--- src/rtl/core/rv32i_eu_pkg.sv ---
// ---------------------------------------------------------------------------
// RV32I execute unit package
// Instruction kinds, result codes and the execute result bundle.
// ---------------------------------------------------------------------------
`default_nettype none

package rv32i_eu_pkg;

  localparam int unsigned REG_COUNT = 32;
  localparam int unsigned RF_AW = $clog2(REG_COUNT);
  localparam logic [31:0] START_ADDRESS = 32'h0000_0000;

  localparam logic [1:0] PRIV_USER       = 2'd0;
  localparam logic [1:0] PRIV_SUPERVISOR = 2'd1;
  localparam logic [1:0] PRIV_MACHINE    = 2'd3;

  localparam logic [3:0] CAUSE_NONE       = 4'd0;
  localparam logic [3:0] CAUSE_BREAKPOINT = 4'd3;
  localparam logic [3:0] CAUSE_ECALL_U    = 4'd8;
  localparam logic [3:0] CAUSE_ECALL_S    = 4'd9;
  localparam logic [3:0] CAUSE_ECALL_M    = 4'd11;

  typedef enum logic [5:0] {
    CMD_LUI    = 6'd0,  CMD_AUIPC = 6'd1,  CMD_JAL   = 6'd2,  CMD_JALR  = 6'd3,
    CMD_BEQ    = 6'd4,  CMD_BNE   = 6'd5,  CMD_BLT   = 6'd6,  CMD_BGE   = 6'd7,
    CMD_BLTU   = 6'd8,  CMD_BGEU  = 6'd9,
    CMD_LB     = 6'd10, CMD_LBU   = 6'd11, CMD_LH    = 6'd12, CMD_LHU   = 6'd13,
    CMD_LW     = 6'd14, CMD_SB    = 6'd15, CMD_SH    = 6'd16, CMD_SW    = 6'd17,
    CMD_ADDI   = 6'd18, CMD_SLTI  = 6'd19, CMD_SLTIU = 6'd20, CMD_XORI  = 6'd21,
    CMD_ORI    = 6'd22, CMD_ANDI  = 6'd23,
    CMD_SLLI   = 6'd24, CMD_SRLI  = 6'd25, CMD_SRAI  = 6'd26,
    CMD_ADD    = 6'd27, CMD_SUB   = 6'd28, CMD_SLL   = 6'd29, CMD_SLT   = 6'd30,
    CMD_SLTU   = 6'd31, CMD_XOR   = 6'd32, CMD_SRL   = 6'd33, CMD_SRA   = 6'd34,
    CMD_OR     = 6'd35, CMD_AND   = 6'd36,
    CMD_FENCE  = 6'd37, CMD_ECALL = 6'd38, CMD_EBREAK = 6'd39, CMD_WFI  = 6'd40
  } cmd_e;

  typedef enum logic [1:0] {
    STATUS_OK    = 2'd0,
    STATUS_FAULT = 2'd1,
    STATUS_TRAP  = 2'd2,
    STATUS_WFI   = 2'd3
  } status_e;

  typedef enum logic [1:0] {
    MEM_NONE  = 2'd0,
    MEM_READ  = 2'd1,
    MEM_WRITE = 2'd2
  } mem_op_e;

  typedef enum logic [1:0] {
    SIZE_BYTE = 2'd0,
    SIZE_HALF = 2'd1,
    SIZE_WORD = 2'd2
  } mem_size_e;

  typedef struct packed {
    status_e     status;
    logic [31:0] npc;
    logic        wr;
    logic [31:0] wval;
    mem_op_e     mop;
    mem_size_e   msize;
    logic [31:0] maddr;
    logic [31:0] sval;
    logic [3:0]  cause;
  } exec_res_t;

endpackage

`default_nettype wire

--- src/rtl/core/rv32i_eu_exec.sv ---
// ---------------------------------------------------------------------------
// RV32I execute datapath
// ALU, shifts, compares, branch and jump targets, load extension, store
// masking and trap cause selection for one instruction.
// ---------------------------------------------------------------------------
`default_nettype none

module rv32i_eu_exec (
  input  logic [5:0]                cmd_i,
  input  logic [4:0]                rd_idx_i,
  input  logic [31:0]               rs1_val_i,
  input  logic [31:0]               rs2_val_i,
  input  logic [31:0]               imm_i,
  input  logic [2:0]                len_i,
  input  logic [31:0]               load_data_i,
  input  logic                      bus_ok_i,
  input  logic [31:0]               pc_i,
  input  logic [1:0]                priv_i,
  output rv32i_eu_pkg::exec_res_t   res_o
);

  logic [31:0] seq_pc;
  logic [31:0] pc_rel;
  logic [31:0] rs1_imm;
  logic [4:0]  sh_imm;
  logic [4:0]  sh_reg;
  logic        lt_signed;
  logic        lt_unsigned;
  logic        rd_ok;
  rv32i_eu_pkg::exec_res_t r;

  assign seq_pc      = pc_i + {29'd0, len_i};
  assign pc_rel      = pc_i + imm_i;
  assign rs1_imm     = rs1_val_i + imm_i;
  assign sh_imm      = imm_i[4:0];
  assign sh_reg      = rs2_val_i[4:0];
  assign lt_signed   = $signed(rs1_val_i) < $signed(rs2_val_i);
  assign lt_unsigned = rs1_val_i < rs2_val_i;
  assign rd_ok       = (rd_idx_i != 5'd0) &&
                       ({1'b0, rd_idx_i} < 6'(rv32i_eu_pkg::REG_COUNT));

  always_comb begin
    r        = '0;
    r.status = rv32i_eu_pkg::STATUS_OK;
    r.mop    = rv32i_eu_pkg::MEM_NONE;
    r.msize  = rv32i_eu_pkg::SIZE_BYTE;
    r.cause  = rv32i_eu_pkg::CAUSE_NONE;
    r.npc    = seq_pc;
    case (rv32i_eu_pkg::cmd_e'(cmd_i))
      rv32i_eu_pkg::CMD_LUI:   begin r.wr = 1'b1; r.wval = imm_i; end
      rv32i_eu_pkg::CMD_AUIPC: begin r.wr = 1'b1; r.wval = pc_rel; end
      rv32i_eu_pkg::CMD_JAL: begin
        r.wr = 1'b1; r.wval = seq_pc; r.npc = pc_rel;
      end
      rv32i_eu_pkg::CMD_JALR: begin
        r.wr = 1'b1; r.wval = seq_pc; r.npc = {rs1_imm[31:1], 1'b0};
      end
      rv32i_eu_pkg::CMD_BEQ:  if (rs1_val_i == rs2_val_i) r.npc = pc_rel;
      rv32i_eu_pkg::CMD_BNE:  if (rs1_val_i != rs2_val_i) r.npc = pc_rel;
      rv32i_eu_pkg::CMD_BLT:  if (lt_signed) r.npc = pc_rel;
      rv32i_eu_pkg::CMD_BGE:  if (!lt_signed) r.npc = pc_rel;
      rv32i_eu_pkg::CMD_BLTU: if (lt_unsigned) r.npc = pc_rel;
      rv32i_eu_pkg::CMD_BGEU: if (!lt_unsigned) r.npc = pc_rel;
      rv32i_eu_pkg::CMD_LB, rv32i_eu_pkg::CMD_LBU, rv32i_eu_pkg::CMD_LH,
      rv32i_eu_pkg::CMD_LHU, rv32i_eu_pkg::CMD_LW: begin
        r.mop   = rv32i_eu_pkg::MEM_READ;
        r.maddr = rs1_imm;
        r.wr    = bus_ok_i;
        case (rv32i_eu_pkg::cmd_e'(cmd_i))
          rv32i_eu_pkg::CMD_LB: begin
            r.msize = rv32i_eu_pkg::SIZE_BYTE;
            r.wval  = {{24{load_data_i[7]}}, load_data_i[7:0]};
          end
          rv32i_eu_pkg::CMD_LBU: begin
            r.msize = rv32i_eu_pkg::SIZE_BYTE;
            r.wval  = {24'd0, load_data_i[7:0]};
          end
          rv32i_eu_pkg::CMD_LH: begin
            r.msize = rv32i_eu_pkg::SIZE_HALF;
            r.wval  = {{16{load_data_i[15]}}, load_data_i[15:0]};
          end
          rv32i_eu_pkg::CMD_LHU: begin
            r.msize = rv32i_eu_pkg::SIZE_HALF;
            r.wval  = {16'd0, load_data_i[15:0]};
          end
          default: begin
            r.msize = rv32i_eu_pkg::SIZE_WORD;
            r.wval  = load_data_i;
          end
        endcase
        if (!bus_ok_i) begin
          r.status = rv32i_eu_pkg::STATUS_FAULT;
          r.npc    = pc_i;
        end
      end
      rv32i_eu_pkg::CMD_SB, rv32i_eu_pkg::CMD_SH, rv32i_eu_pkg::CMD_SW: begin
        r.mop   = rv32i_eu_pkg::MEM_WRITE;
        r.maddr = rs1_imm;
        case (rv32i_eu_pkg::cmd_e'(cmd_i))
          rv32i_eu_pkg::CMD_SB: begin
            r.msize = rv32i_eu_pkg::SIZE_BYTE;
            r.sval  = {24'd0, rs2_val_i[7:0]};
          end
          rv32i_eu_pkg::CMD_SH: begin
            r.msize = rv32i_eu_pkg::SIZE_HALF;
            r.sval  = {16'd0, rs2_val_i[15:0]};
          end
          default: begin
            r.msize = rv32i_eu_pkg::SIZE_WORD;
            r.sval  = rs2_val_i;
          end
        endcase
        if (!bus_ok_i) begin
          r.status = rv32i_eu_pkg::STATUS_FAULT;
          r.npc    = pc_i;
        end
      end
      rv32i_eu_pkg::CMD_ADDI:  begin r.wr = 1'b1; r.wval = rs1_imm; end
      rv32i_eu_pkg::CMD_SLTI: begin
        r.wr = 1'b1; r.wval = {31'd0, $signed(rs1_val_i) < $signed(imm_i)};
      end
      rv32i_eu_pkg::CMD_SLTIU: begin
        r.wr = 1'b1; r.wval = {31'd0, rs1_val_i < imm_i};
      end
      rv32i_eu_pkg::CMD_XORI:  begin r.wr = 1'b1; r.wval = rs1_val_i ^ imm_i; end
      rv32i_eu_pkg::CMD_ORI:   begin r.wr = 1'b1; r.wval = rs1_val_i | imm_i; end
      rv32i_eu_pkg::CMD_ANDI:  begin r.wr = 1'b1; r.wval = rs1_val_i & imm_i; end
      rv32i_eu_pkg::CMD_SLLI:  begin r.wr = 1'b1; r.wval = rs1_val_i << sh_imm; end
      rv32i_eu_pkg::CMD_SRLI:  begin r.wr = 1'b1; r.wval = rs1_val_i >> sh_imm; end
      rv32i_eu_pkg::CMD_SRAI: begin
        r.wr = 1'b1; r.wval = $unsigned($signed(rs1_val_i) >>> sh_imm);
      end
      rv32i_eu_pkg::CMD_ADD:   begin r.wr = 1'b1; r.wval = rs1_val_i + rs2_val_i; end
      rv32i_eu_pkg::CMD_SUB:   begin r.wr = 1'b1; r.wval = rs1_val_i - rs2_val_i; end
      rv32i_eu_pkg::CMD_SLL:   begin r.wr = 1'b1; r.wval = rs1_val_i << sh_reg; end
      rv32i_eu_pkg::CMD_SLT:   begin r.wr = 1'b1; r.wval = {31'd0, lt_signed}; end
      rv32i_eu_pkg::CMD_SLTU:  begin r.wr = 1'b1; r.wval = {31'd0, lt_unsigned}; end
      rv32i_eu_pkg::CMD_XOR:   begin r.wr = 1'b1; r.wval = rs1_val_i ^ rs2_val_i; end
      rv32i_eu_pkg::CMD_SRL:   begin r.wr = 1'b1; r.wval = rs1_val_i >> sh_reg; end
      rv32i_eu_pkg::CMD_SRA: begin
        r.wr = 1'b1; r.wval = $unsigned($signed(rs1_val_i) >>> sh_reg);
      end
      rv32i_eu_pkg::CMD_OR:    begin r.wr = 1'b1; r.wval = rs1_val_i | rs2_val_i; end
      rv32i_eu_pkg::CMD_AND:   begin r.wr = 1'b1; r.wval = rs1_val_i & rs2_val_i; end
      rv32i_eu_pkg::CMD_FENCE: begin end
      rv32i_eu_pkg::CMD_ECALL: begin
        r.status = rv32i_eu_pkg::STATUS_TRAP;
        r.npc    = pc_i;
        if (priv_i == rv32i_eu_pkg::PRIV_USER) begin
          r.cause = rv32i_eu_pkg::CAUSE_ECALL_U;
        end else if (priv_i == rv32i_eu_pkg::PRIV_SUPERVISOR) begin
          r.cause = rv32i_eu_pkg::CAUSE_ECALL_S;
        end else begin
          r.cause = rv32i_eu_pkg::CAUSE_ECALL_M;
        end
      end
      rv32i_eu_pkg::CMD_EBREAK: begin
        r.status = rv32i_eu_pkg::STATUS_TRAP;
        r.npc    = pc_i;
        r.cause  = rv32i_eu_pkg::CAUSE_BREAKPOINT;
      end
      rv32i_eu_pkg::CMD_WFI: r.status = rv32i_eu_pkg::STATUS_WFI;
      default: begin
        r.status = rv32i_eu_pkg::STATUS_FAULT;
        r.npc    = pc_i;
      end
    endcase
    // drop writes to x0 and to registers beyond the file
    if (!(r.wr && rd_ok)) begin
      r.wr   = 1'b0;
      r.wval = '0;
    end
  end

  assign res_o = r;

endmodule

`default_nettype wire

--- src/rtl/core/rv32i_execute_unit.sv ---
// ---------------------------------------------------------------------------
// RV32I execute unit: input beat to execute register, result to output register.
// One instruction per cycle unless stalled, set by the single execute register.
// Reset: registers read zero (valid bits), PC at START_ADDRESS, machine mode.
// ---------------------------------------------------------------------------
`default_nettype none

module rv32i_execute_unit (
  input  logic               clk_i,
  input  logic               rst_ni,
  input  logic               cfg_we_i,
  input  logic [1:0]         cfg_data_i,
  input  logic               in_valid_i,
  output logic               in_ready_o,
  input  logic [5:0]         command_i,
  input  logic [4:0]         dest_index_i,
  input  logic [4:0]         src1_index_i,
  input  logic [4:0]         src2_index_i,
  input  logic signed [31:0] immediate_i,
  input  logic [2:0]         insn_length_i,
  input  logic [31:0]        load_data_i,
  input  logic               bus_ok_i,
  output logic               out_valid_o,
  input  logic               out_ready_i,
  output logic [1:0]         status_o,
  output logic [31:0]        new_pc_o,
  output logic               reg_written_o,
  output logic [31:0]        written_value_o,
  output logic [1:0]         mem_op_o,
  output logic [1:0]         mem_size_o,
  output logic [31:0]        mem_address_o,
  output logic [31:0]        store_value_o,
  output logic [3:0]         trap_cause_o
);

  localparam int unsigned AW = rv32i_eu_pkg::RF_AW;

  // control state
  logic                              ex_valid_q;
  logic                              out_valid_q;
  logic [31:0]                       pc_q;
  logic [1:0]                        priv_q;
  logic [rv32i_eu_pkg::REG_COUNT-1:0] rf_vld_q;

  // execute register payload
  logic [5:0]  cmd_q;
  logic [4:0]  rd_q;
  logic [31:0] imm_q;
  logic [2:0]  len_q;
  logic [31:0] ldata_q;
  logic        bus_ok_q;
  logic [31:0] rs1_raw_q, rs2_raw_q;
  logic        rs1_fwd_q, rs2_fwd_q;
  logic        rs1_zero_q, rs2_zero_q;
  logic [31:0] fwd_val_q;

  logic [31:0] rf_mem [rv32i_eu_pkg::REG_COUNT];

  rv32i_eu_pkg::exec_res_t res;
  rv32i_eu_pkg::exec_res_t out_q;

  logic        in_accept;
  logic        ex_fire;
  logic [31:0] rs1_val, rs2_val;
  logic        fwd1, fwd2;
  logic        zero1, zero2;

  assign ex_fire    = ex_valid_q && (!out_valid_q || out_ready_i);
  assign in_ready_o = !ex_valid_q || ex_fire;
  assign in_accept  = in_valid_i && in_ready_o;

  // the instruction leaving execute writes the file on this same edge: forward it
  assign fwd1  = ex_fire && res.wr && (rd_q == src1_index_i);
  assign fwd2  = ex_fire && res.wr && (rd_q == src2_index_i);
  assign zero1 = (src1_index_i == 5'd0) ||
                 ({1'b0, src1_index_i} >= 6'(rv32i_eu_pkg::REG_COUNT)) ||
                 !rf_vld_q[src1_index_i[AW-1:0]];
  assign zero2 = (src2_index_i == 5'd0) ||
                 ({1'b0, src2_index_i} >= 6'(rv32i_eu_pkg::REG_COUNT)) ||
                 !rf_vld_q[src2_index_i[AW-1:0]];

  assign rs1_val = rs1_fwd_q ? fwd_val_q : (rs1_zero_q ? 32'd0 : rs1_raw_q);
  assign rs2_val = rs2_fwd_q ? fwd_val_q : (rs2_zero_q ? 32'd0 : rs2_raw_q);

  rv32i_eu_exec u_exec (
    .cmd_i       (cmd_q),
    .rd_idx_i    (rd_q),
    .rs1_val_i   (rs1_val),
    .rs2_val_i   (rs2_val),
    .imm_i       (imm_q),
    .len_i       (len_q),
    .load_data_i (ldata_q),
    .bus_ok_i    (bus_ok_q),
    .pc_i        (pc_q),
    .priv_i      (priv_q),
    .res_o       (res)
  );

  always_ff @(posedge clk_i or negedge rst_ni) begin
    if (!rst_ni) begin
      ex_valid_q  <= 1'b0;
      out_valid_q <= 1'b0;
      pc_q        <= rv32i_eu_pkg::START_ADDRESS;
      priv_q      <= rv32i_eu_pkg::PRIV_MACHINE;
      rf_vld_q    <= '0;
    end else begin
      if (cfg_we_i) begin
        priv_q <= cfg_data_i;
      end
      if (in_accept) begin
        ex_valid_q <= 1'b1;
      end else if (ex_fire) begin
        ex_valid_q <= 1'b0;
      end
      if (ex_fire) begin
        out_valid_q <= 1'b1;
        pc_q        <= res.npc;
        if (res.wr) begin
          rf_vld_q[rd_q[AW-1:0]] <= 1'b1;
        end
      end else if (out_ready_i) begin
        out_valid_q <= 1'b0;
      end
    end
  end

  // register file and payload registers
  always_ff @(posedge clk_i) begin
    if (ex_fire && res.wr) begin
      rf_mem[rd_q[AW-1:0]] <= res.wval;
    end
    if (in_accept) begin
      cmd_q      <= command_i;
      rd_q       <= dest_index_i;
      imm_q      <= $unsigned(immediate_i);
      len_q      <= insn_length_i;
      ldata_q    <= load_data_i;
      bus_ok_q   <= bus_ok_i;
      rs1_raw_q  <= rf_mem[src1_index_i[AW-1:0]];
      rs2_raw_q  <= rf_mem[src2_index_i[AW-1:0]];
      rs1_fwd_q  <= fwd1;
      rs2_fwd_q  <= fwd2;
      rs1_zero_q <= zero1;
      rs2_zero_q <= zero2;
      fwd_val_q  <= res.wval;
    end
    if (ex_fire) begin
      out_q <= res;
    end
  end

  assign out_valid_o     = out_valid_q;
  assign status_o        = out_q.status;
  assign new_pc_o        = out_q.npc;
  assign reg_written_o   = out_q.wr;
  assign written_value_o = out_q.wval;
  assign mem_op_o        = out_q.mop;
  assign mem_size_o      = out_q.msize;
  assign mem_address_o   = out_q.maddr;
  assign store_value_o   = out_q.sval;
  assign trap_cause_o    = out_q.cause;

endmodule

`default_nettype wire

--- config.mk ---
export PLATFORM = sky130hd
export DESIGN_NAME = rv32i_execute_unit
export DESIGN_NICKNAME = d
export VERILOG_FILES = /design/src/rtl/core/rv32i_eu_pkg.sv /design/src/rtl/core/rv32i_eu_exec.sv /design/src/rtl/core/rv32i_execute_unit.sv
export SDC_FILE = /design/constraint.sdc
export NUM_CORES = 2
export LEC_CHECK = 0
export CORE_UTILIZATION = 41
export DETAILED_ROUTE_END_ITERATION = 6
export DONT_BUFFER_PORTS = 1
export PLACE_DENSITY = 0.65
export REMOVE_ABC_BUFFERS = 1
export SKIP_CTS_REPAIR_TIMING = 1
export SLEW_MARGIN = 20
export SYNTH_ARGS = -nofsm -noshare
export SYNTH_HDL_FRONTEND = slang
export SYNTH_SLANG_ARGS = --single-unit
--- constraint.sdc ---
create_clock -name clk_i -period 11.1 [get_ports clk_i]
set_input_delay 0.555 -clock clk_i [delete_from_list [all_inputs] [get_ports clk_i]]
set_output_delay 0.555 -clock clk_i [all_outputs]
set_load 0.03 [all_outputs]
==> impl_results.md <==
- Number of flops mapped to enable cells by yosys: 1341
- Seq/Total Area, Yosys: 0.530
- Type of destination of the critical path: flip-flop
- Routing usage on met3: 0.0760
- Outcome: finished, violations left
- Global placement routability congestion: 1.05
- Setup TNS: 0 ns
- First-pass DRT Iterations: 7
- CP arrival: 7.71 ns
- Total grt overflow: 0
- Hold slack: 0.0236 ns
- GRT busiest layer: met2
- Placed instance count: 7946
- Vias per inst: 6.82
- CP startpoint kind: flip-flop
- Routed wire length: 309000 um
- PD cells: 160 nW/um^2
- Die Y-Extent: 441 um
- Fmax: 138 MHz
- Max stage delay on crit path: 0.93 ns
- Maximum vdd drop: 0.136 mV
- Least-Margin Pin Slew: 1.45 ns
- RSZ-0062 raised after global routing: no
- Final Hold Fails: 0
- Fin cells: 8315
- Yosys reg bits: 1408
- GRT met1 Usage: 0.393
- Worst slack at placement: 4.11 ns
- Count of different cell masters after synthesis: 89
- Placed instance area: 83000 sq um
- Synth async-reset ratio: 0.0476
- Die X: 441 um
- Count of input and output buffers: 0
- Cell area after layout: 88800 sq um
- Fin crit share: 0.655
- Fin Clk Skew: 0.0653 ns
- Post-Syn Area: 79100 sq um
- First-pass GRT wire length: 428000 um
- Slowest library cell on the worst path: a31oi_4
- Adder-cell area share of the yosys netlist: 0.0260
- Cell mode on critical path: o21ai_0
- Initial Utilization: 0.414
- MaxCap Viol Count: 0
- Root Driver: clkbuf_16
- Placeable Area: 191000 sq um
- Mapped Cells: 5615
- Area added between synthesis and finish: 12.3%
- Post-synthesis xor/xnor area fraction: 0.0172
- Final setup viols: 0
- Pin count of the biggest net entering global routing: 267
- Leakage: 30.3 nW
- Final min period: 7.27 ns
- H-tree depth: 4
- Synth top area cells: edfxtp_1, mux4_2, ha_1, a21oi_1, mux2i_1
- Final worst slack: 3.83 ns
- DRC viols: 3
- TritonCTS buffer count: 147
- Initial antenna violation count: 20
- Relative slew margins: 0.0330
- Commonest non-fill, non-tap cell in the layout: edfxtp_1
- Delay-heaviest family, CP: compound AO/OA/AOI/OAI gates
- Worst Hold Class: in2reg
- Area share of the largest cell type after synthesis: 0.509
- Dpl hpwl: 203000 um
- Largest family of logic cells by synthesized area: multiplexers
- Synth Area per Inst: 14.1 sq um
- Worst path bufs/invs: 2
- Crit path kind: reg2reg
- Clock transition at path regs: 0.06 ns
- Num Clock Sinks: 1408
- Crit path cell chain: nor2_4, a22oi_1, buf_4, inv_1, ha_1, nor4bb_1, nand4_1, a2111oi_1, nor4_1, o21ai_0, a31oi_1, o21ai_0, xnor2_1, a221oi_1, a31oi_4
- Die Area: 195000 sq um
- Power Total: 14.2 mW
- Post-DRT Antenna Nets: 0
- # rows: 160
- Prevailing post-synth register cell: edfxtp_1
- Post-Route Utilization: 0.465
- TritonCTS clock tree: built
- Via count of the first global-routing pass: 55200
- Area share of and/or/nand/nor cells after synthesis: 0.0680
- Synth area leader: edfxtp_1
- CTS max path bufs: 3
- Final Max Slew Viols: 0
- Mux share of post-synthesis cell area: 0.227
- CP Max Fanout: 34
- Total GRT Usage: 0.313
- Most frequent cells in the layout: edfxtp_1, mux4_2, nor2_1, a21oi_1, nand2_1
- Yosys synthesis warning count: 0
- Complex-gate fraction of the synthesized area: 0.104
- 1st-iter DRT viols: 7543
- Met2 Track Usage GR: 0.491
- Share of cells above drive strength 1: 0.230
- Via count: 56700
- Fin nets: 5935
- Worst-skew pair later-pin latency: 0.86 ns
- Failing checks: DRC
- I/O pin count: 237
- Avg WL per Cell: 37.2 um
- CP required: 11.54 ns
worst reg2reg max path, cell delays in order (launching register included):
cell,delay [ns]
edfxtp_1,0.60
nor2_4,0.77
a22oi_1,0.17
buf_4,0.25
inv_1,0.27
ha_1,0.47
nor4bb_1,0.71
nand4_1,0.17
a2111oi_1,0.83
nor4_1,0.21
o21ai_0,0.57
a31oi_1,0.31
o21ai_0,0.28
xnor2_1,0.16
a221oi_1,0.14
a31oi_4,0.93
flip-flops by register name (all words and copies together) (netlist names), 5 cells and up:
name,cells
rf_mem,1024
fwd_val_q,32
imm_q,32
ldata_q,32
mem_address_o,32
new_pc_o,32
pc_q,32
rs1_raw_q,32
rs2_raw_q,32
store_value_o,32
written_value_o,32
rf_vld_q,31
cmd_q,6
rd_q,5
Yosys cell counts (29+ instances only):
cell type / count
a211oi_1: 58
a21o_1: 69
a21oi_1: 357
a221oi_1: 51
a22oi_1: 65
a31oi_1: 49
buf_1: 75
clkbuf_1: 308
dfrtp_1: 65
edfxtp_1: 1341
ha_1: 158
inv_1: 161
mux2_2: 82
mux2i_1: 170
mux4_2: 680
nand2_1: 295
nand3_1: 74
nor2_1: 398
nor2b_1: 39
nor3_1: 85
o211ai_1: 57
o21ai_0: 199
o21bai_1: 29
o221ai_1: 38
o22ai_1: 39
or2_2: 42
xnor2_1: 118
xor2_1: 37
per-layer routing:
layer / vias up / wire length (um) / part of all wire
met4: 20 / 21700 / 0.070
met5: - / 131 / 0.00042
li1: 22800 / - / -
met3: 883 / 32200 / 0.10
met1: 29200 / 113000 / 0.36
met2: 3782 / 143000 / 0.46
final timing paths:
path / endpoint / cells past startpoint / slack, ns / start
max: rf_mem[0][26]$_DFFE_PP_ / 15 / 3.83 / rs1_zero_q$_DFFE_PP_
min: rs2_raw_q[10]$_DFFE_PP_ / 1 / 0.02 / src2_index_i[3]
max reg2reg: rf_mem[0][26]$_DFFE_PP_ / 15 / 3.83 / rs1_zero_q$_DFFE_PP_
min reg2reg: rf_vld_q[6]$_DFFE_PN0P_ / 1 / 0.48 / rf_vld_q[6]$_DFFE_PN0P_
max in group asynchronous: rf_vld_q[23]$_DFFE_PN0P_ / 2 / 10.36 / rst_ni
min in group asynchronous: pc_q[11]$_DFFE_PN0P_ / 2 / 0.29 / rst_ni
power breakdown:
| part | switching [mW] | internal [mW] | total [mW] |
|---|---|---|---|
| registers | 0.330 | 6.09 | 6.42 |
| clock network | 2.18 | 2.78 | 4.96 |
| logic | 1.80 | 1.03 | 2.83 |
| total | 4.30 | 9.90 | 14.2 |
kinds of logic after synthesis:
| group | count (synthesis) |
|---|---|
| xor+xnor | 155 |
| fa+ha+maj | 162 |
| mux | 932 |
| simple gates | 1143 |
| other cells | 1 |
| buf+inv | 570 |
| flops | 1408 |
| compound gates | 1244 |
area by class of cell:
type                            count  area [sq um]
Multi-Input combinational cell   3669         35800
Antenna cell                        6          15.0
Clock inverter                     88           878
Clock buffer                      182          3900
Fill cell                       16400        102000
Timing Repair Buffer              283          2470
Sequential cell                  1408         41900
Tap cell                         2511          3140
Inverter                          168           636
No activity file was read; power rests on OpenSTA's default activity.
